<file path="config.mk">
export PLATFORM = sky130hd
export DESIGN_NAME = car_ctrl
export DESIGN_NICKNAME = d
export VERILOG_FILES = /design/src/rtl/car_pkg.sv /design/src/rtl/car_ctrl.sv
export SDC_FILE = /design/constraint.sdc
export NUM_CORES = 1
export LEC_CHECK = 0
export ABC_AREA = 1
export BUFFER_PORTS_ARGS = -buffer_cell sky130_fd_sc_hd__buf_2
export CAP_MARGIN = 5
export CORE_MARGIN = 4
export CORE_UTILIZATION = 50
export CTS_CLUSTER_DIAMETER = 150
export DETAILED_ROUTE_END_ITERATION = 8
export PLACE_DENSITY = 0.75
export SETUP_SLACK_MARGIN = 0.4
export SLEW_MARGIN = 0
export SYNTH_ARGS = -nofsm -noshare
export SYNTH_HDL_FRONTEND = slang
export SYNTH_SLANG_ARGS = --single-unit
</file>
<file path="constraint.sdc">
create_clock -name clk -period 1.5 [get_ports clk]
set_clock_uncertainty 0.1 [all_clocks]
set_input_delay 0.225 -clock clk [delete_from_list [all_inputs] [get_ports clk]]
set_output_delay 0.225 -clock clk [all_outputs]
set_load 0.005 [all_outputs]
</file>
<file path="src/rtl/car_pkg.sv">
// ----------------------------------------------------------------------------
// car_pkg: shared sizes, types and codes
// Table geometry, arithmetic widths and the controller/datapath interface
// structs for the contingency table residual block.
// ----------------------------------------------------------------------------
package car_pkg;

  // Table geometry
  localparam int MAX_ROWS = 16;
  localparam int MAX_COLS = 16;

  // Input field widths
  localparam int ROW_IN_W = 4;
  localparam int COL_IN_W = 4;
  localparam int CNT_IN_W = 16;
  localparam int RES_W    = 32;

  // Index and storage widths
  localparam int ROW_W   = $clog2(MAX_ROWS);
  localparam int COL_W   = $clog2(MAX_COLS);
  localparam int CELLS   = MAX_ROWS * MAX_COLS;
  localparam int CELL_AW = $clog2(CELLS);
  localparam int RT_W    = CNT_IN_W + $clog2(MAX_COLS);
  localparam int CT_W    = CNT_IN_W + $clog2(MAX_ROWS);
  localparam int GT_W    = CNT_IN_W + CELL_AW;

  // Arithmetic widths
  localparam int P_W  = CNT_IN_W + GT_W;            // n * N
  localparam int Q_W  = RT_W + CT_W;                // r * c
  localparam int A_W  = (P_W > Q_W) ? P_W : Q_W;    // |nN - rc|
  localparam int M1_W = 2 * A_W;                    // a^2
  localparam int L_W  = M1_W + GT_W;                // a^2 * N
  localparam int T_W  = 2 * GT_W;                   // (N-r)(N-c)
  localparam int D_W  = Q_W + T_W;                  // r c (N-r)(N-c)

  // Shared multiplier: multiplicand by 16-bit digits of the multiplier
  localparam int MA_W    = M1_W;
  localparam int MB_W    = T_W;
  localparam int PR_W    = MA_W + MB_W;
  localparam int MUL_DIG = (MB_W + 15) / 16;
  localparam int DIG_W   = $clog2(MUL_DIG);

  // Divider and square root
  localparam int FRAC_W    = 32;
  localparam int SH_W      = 2 * FRAC_W;
  localparam int SQ_W      = 2 * FRAC_W;
  localparam int DIV_STEPS = SH_W;
  localparam int SQ_STEPS  = SQ_W / 2;
  localparam int CNT_W     = $clog2(DIV_STEPS);
  localparam int LSH_W     = L_W - FRAC_W;
  localparam int CMP_W     = (LSH_W > D_W) ? LSH_W : D_W;

  // Multiplier operations, in issue order
  typedef enum logic [2:0] {
    OP_P  = 3'd0,
    OP_Q  = 3'd1,
    OP_AA = 3'd2,
    OP_L  = 3'd3,
    OP_T  = 3'd4,
    OP_D  = 3'd5
  } mul_op_t;

  typedef struct packed {
    logic             accept;
    logic             load;
    logic             mul_start;
    logic             mul_step;
    logic             mul_store;
    mul_op_t          op;
    logic [DIG_W-1:0] dig;
    logic             div_init;
    logic             div_step;
    logic             sq_step;
    logic             fin;
  } ctrl_cmd_t;

  typedef struct packed {
    logic is_write;
    logic undef;
    logic ovf;
    logic out_free;
  } ctrl_sts_t;

endpackage

</file>
<file path="src/rtl/car_ctrl.sv">
// ----------------------------------------------------------------------------
// car_ctrl: sequencing controller
// Walks one item through read, check, the multiply chain, the divider and
// the square root, and hands the result to the output register.
// ----------------------------------------------------------------------------
module car_ctrl (
  input  logic                clk,
  input  logic                rst_n,
  input  logic                in_tvalid,
  output logic                in_tready,
  input  car_pkg::ctrl_sts_t  sts,
  output car_pkg::ctrl_cmd_t  cmd
);
  import car_pkg::*;

  typedef enum logic [9:0] {
    S_IDLE   = 10'b0000000001,
    S_READ   = 10'b0000000010,
    S_CHECK  = 10'b0000000100,
    S_MSTART = 10'b0000001000,
    S_MRUN   = 10'b0000010000,
    S_MSTORE = 10'b0000100000,
    S_DIVCHK = 10'b0001000000,
    S_DIV    = 10'b0010000000,
    S_SQRT   = 10'b0100000000,
    S_FIN    = 10'b1000000000
  } state_t;

  state_t           state_r, state_nxt;
  mul_op_t          op_r, op_nxt;
  logic [CNT_W-1:0] cnt_r, cnt_nxt;

  assign in_tready = (state_r == S_IDLE);

  // Next state and commands
  always_comb begin
    state_nxt = state_r;
    op_nxt    = op_r;
    cnt_nxt   = cnt_r;
    cmd       = '0;
    cmd.op    = op_r;
    cmd.dig   = cnt_r[DIG_W-1:0];
    unique case (state_r)
      S_IDLE: begin
        cmd.accept = in_tvalid;
        if (in_tvalid) begin
          state_nxt = S_READ;
        end
      end
      S_READ: begin
        cmd.load  = 1'b1;
        state_nxt = sts.is_write ? S_FIN : S_CHECK;
      end
      S_CHECK: begin
        op_nxt    = OP_P;
        state_nxt = sts.undef ? S_FIN : S_MSTART;
      end
      S_MSTART: begin
        cmd.mul_start = 1'b1;
        cnt_nxt       = '0;
        state_nxt     = S_MRUN;
      end
      S_MRUN: begin
        cmd.mul_step = 1'b1;
        cnt_nxt      = cnt_r + 1'b1;
        if (cnt_r == CNT_W'(MUL_DIG - 1)) begin
          state_nxt = S_MSTORE;
        end
      end
      S_MSTORE: begin
        cmd.mul_store = 1'b1;
        if (op_r == OP_D) begin
          state_nxt = S_DIVCHK;
        end else begin
          state_nxt = S_MSTART;
          unique case (op_r)
            OP_P:    op_nxt = OP_Q;
            OP_Q:    op_nxt = OP_AA;
            OP_AA:   op_nxt = OP_L;
            OP_L:    op_nxt = OP_T;
            OP_T:    op_nxt = OP_D;
            default: op_nxt = OP_P;
          endcase
        end
      end
      S_DIVCHK: begin
        cmd.div_init = 1'b1;
        cnt_nxt      = '0;
        state_nxt    = sts.ovf ? S_FIN : S_DIV;
      end
      S_DIV: begin
        cmd.div_step = 1'b1;
        cnt_nxt      = cnt_r + 1'b1;
        if (cnt_r == CNT_W'(DIV_STEPS - 1)) begin
          cnt_nxt   = '0;
          state_nxt = S_SQRT;
        end
      end
      S_SQRT: begin
        cmd.sq_step = 1'b1;
        cnt_nxt     = cnt_r + 1'b1;
        if (cnt_r == CNT_W'(SQ_STEPS - 1)) begin
          state_nxt = S_FIN;
        end
      end
      S_FIN: begin
        cmd.fin = 1'b1;
        if (sts.out_free) begin
          state_nxt = S_IDLE;
        end
      end
      default: state_nxt = S_IDLE;
    endcase
  end

  // State registers
  always_ff @(posedge clk) begin
    if (!rst_n) begin
      state_r <= S_IDLE;
      op_r    <= OP_P;
      cnt_r   <= '0;
    end else begin
      state_r <= state_nxt;
      op_r    <= op_nxt;
      cnt_r   <= cnt_nxt;
    end
  end

endmodule

</file>
==> results.md <==
* Status: complete, but fails checks
* Failing checks: negative setup slack
* Final Power at 2.946 mW
* Setup ws final at -270.8 ps
* Synth Area in XOR/XNOR at 0%
* Number of synthesized flops with an enable pin at 0
* FF-to-FF Start: state_r[5]
* Static leakage at 1.081 nW
* CTS Buf Count at 3
* Chip width at 59.87 µm
* Post-Syn Nets at 216
* Worst Hold Launch: sts[1]
* Top Ports at 22
* Post-synthesis sequential area ratio at 28.28%
* Setup Viol. Count Final at 27
* Final Hold Fails at 0
* Vias in the first global route at 1,658
* Hold slack final at 115.6 ps
* WL final at 5997 µm
* Area leader, netlist: dfxtp_1
* DR pass1 iterations at 5
* Commonest cells in the netlist: 33 x nand2_1, 33 x nor2_1, 29 x inv_1
* Cell Rows at 18
* Ys async rst share at 0%
* Residual DRC at 0
* Syn-to-layout area delta at 67.81%
* CP Capture Type: primary output
* RSZ-0062 raised after global routing: yes
* Critical Path RT at 1170 ps
* Post-Syn Area per Cell at 6.498 µm²
* Total gr overflow at 0
* Post-Synth Adder-Cell Area at 1.860%
* TritonCTS clock tree: built
* Hold crit path type: input pin to register
* Placed Cells incl. Taps at 259
* Die Area at 0.003584 mm²
* Largest net degree at the start of global routing at 13
* Drt wl/cell at 19.86 µm
* Crit start category: register
* Fmax at 564.7 MHz
* Clk slew on worst S/H paths at 150 ps
* HPWL Detailed at 2663 µm
* Via density at 6.341
* Tightest Pin Transition at 369.8 ps
* Clk_lat worst skew at 330 ps
* Max Root-Sink Buffers at 2
* Pre-CTS setup slack at -69.15 ps
* Final worst-path cycle share at 118.1%
* H-tree levels at 1
* Largest family of logic cells by synthesized area: simple AND/OR/NAND/NOR gates
* Pwr Density at 1305 mW/mm²
* Iteration-0 DRC Markers at 200
* Worst vdd ir at 1.289 mV
* Simple-gate share of the synthesized area at 48.09%
* Post-synthesis compound-gate area fraction at 10.60%
* Synth warnings at 0
* Slew headroom at 75.32%
* Final Util at 89.48%
* GPL Wtd Cong at 0.9464
* Flops & latches, synth at 19
* Critical path type: register to primary output
* Root Driver: clkbuf_4
* First-pass GRT wire length at 7859 µm
* # diodes at 0
* GRT Overall Usage at 28.96%
* Initial antenna violation count at 0
* CP Data Arrival Time at 1450 ps
* Routed Antenna Nets at 0
* Die Height at 59.87 µm
* Crit path from: state_r[5]
* Mux cell area share after synthesis at 0%
* Total Nets Final at 282
* Reg2Reg Setup Slack at -210 ps
* Synth top area cells: dfxtp_1 28%, nand2_1 9.2%, nor2_1 9.2%
* # clock sinks at 19
* Vias at 1,915
* Post-synth top area share at 28.28%
* Maxcap violations at 0
* Predominant post-synthesis flop cell: dfxtp_1
* Finished Layout Cells at 302
* Synth cell types at 29
* Share of cells above drive strength 1 at 59.56%
* Core area at 0.002522 mm²
* PortBufs at 21
* Worst Path Max Fanout at 2
* Synth Instances at 207
* Initial core utilization at 53.32%
* Mapped cell area at 0.001345 mm²
* Slew Limit Fails at 0
* Tmin final at 1771 ps
==> area by class of cell <==
| type | instances | area, µm² |
|---|---|---|
| Multi-Input combinational cell | 151 | 1075 |
| Tap cell | 30 | 37.54 |
| Timing Repair Buffer | 64 | 549.3 |
| Clock inverter | 1 | 6.256 |
| Fill cell | 126 | 265.3 |
| Inverter | 34 | 140.1 |
| Clock buffer | 3 | 22.52 |
| Sequential cell | 19 | 426.7 |
==> power breakdown <==
| group | switching, mW | internal [mW] | total (mW) |
|---|---|---|---|
| Sequential | 0.0956 | 0.579 | 0.675 |
| Combinational | 1.11 | 0.850 | 1.96 |
| Clock | 0.206 | 0.104 | 0.310 |
==> state kept, by name, indices dropped and copies added, names as in the netlist <==
name,count
cnt_r,6
state_r,10
op_r,3
==> metrics by stage <==
stage / cell area, µm² / TNS, ps
finish: 2257 / -4275
global route: 2257 / -5890
CTS: 2072 / -1999
detailed placement: 1584 / -108.9
global placement: 1584 / -95.29
floorplan: 1434 / 0
==> worst max-delay path, cell delays in order (launching register included) <==
cell and delay (ps):
dfxtp_4 390, nor2_4 150, buf_4 140, nand3_2 90, nor2_4 140, buf_6 120
buf_6 80
==> layer usage <==
metal | global-route usage [%] | part of all wire [%] | up-vias
li1 | - | - | 800
met1 | 35.29 | 37 | 912
met2 | 48.46 | 48 | 165
met3 | 5.832 | 9.9 | 38
met4 | 13.29 | 4.9 | 0
met5 | 0 | 0 | -
==> logic make-up after synthesis <==
| logic type | Yosys count |
|---|---|
| buffers and inverters | 37 |
| adder cells (fa/ha/maj) | 2 |
| AO/OA/AOI/OAI | 26 |
| flip-flops | 19 |
| AND/OR/NAND/NOR | 123 |
==> timing repair <==
item	4_1_cts	5_1_grt
endpoints found under the hold margin	1	0
pin swaps	33	22
hold buffers	1	0
setup endpoints to repair	34	34
gates resized for setup	73	27
buffers inserted	26	12
==> worst paths after layout <==
| kind | end | cells after the start |
|---|---|---|
| worst min-delay path | state_r[7] | 3 |
| worst max-delay path | cmd[2] | 6 |
| worst min register to register | cnt_r[4] | 2 |
| worst max register to register | cnt_r[5] | 10 |
==> layout by cell type (no fill, tap or decap), types with 2 or more instances in the layout <==
master / netlist / routed
a21oi_1: 12 / 7
a21oi_2: 0 / 5
buf_2: 0 / 11
buf_4: 2 / 27
buf_6: 0 / 25
clkbuf_4: 1 / 3
dfxtp_1: 19 / 2
dfxtp_2: 0 / 7
dfxtp_4: 0 / 10
inv_1: 29 / 20
inv_2: 5 / 10
inv_4: 0 / 4
nand2_1: 33 / 23
nand2_2: 7 / 10
nand2_4: 1 / 8
nand3_1: 21 / 11
nand3_2: 5 / 13
nand3_4: 1 / 3
nand4_1: 7 / 7
nor2_1: 33 / 24
nor2_2: 2 / 2
nor2_4: 6 / 15
o21ai_0: 7 / 5
o21ai_2: 0 / 2
o21bai_1: 2 / 2
No activity file was read; power rests on OpenSTA's default activity.
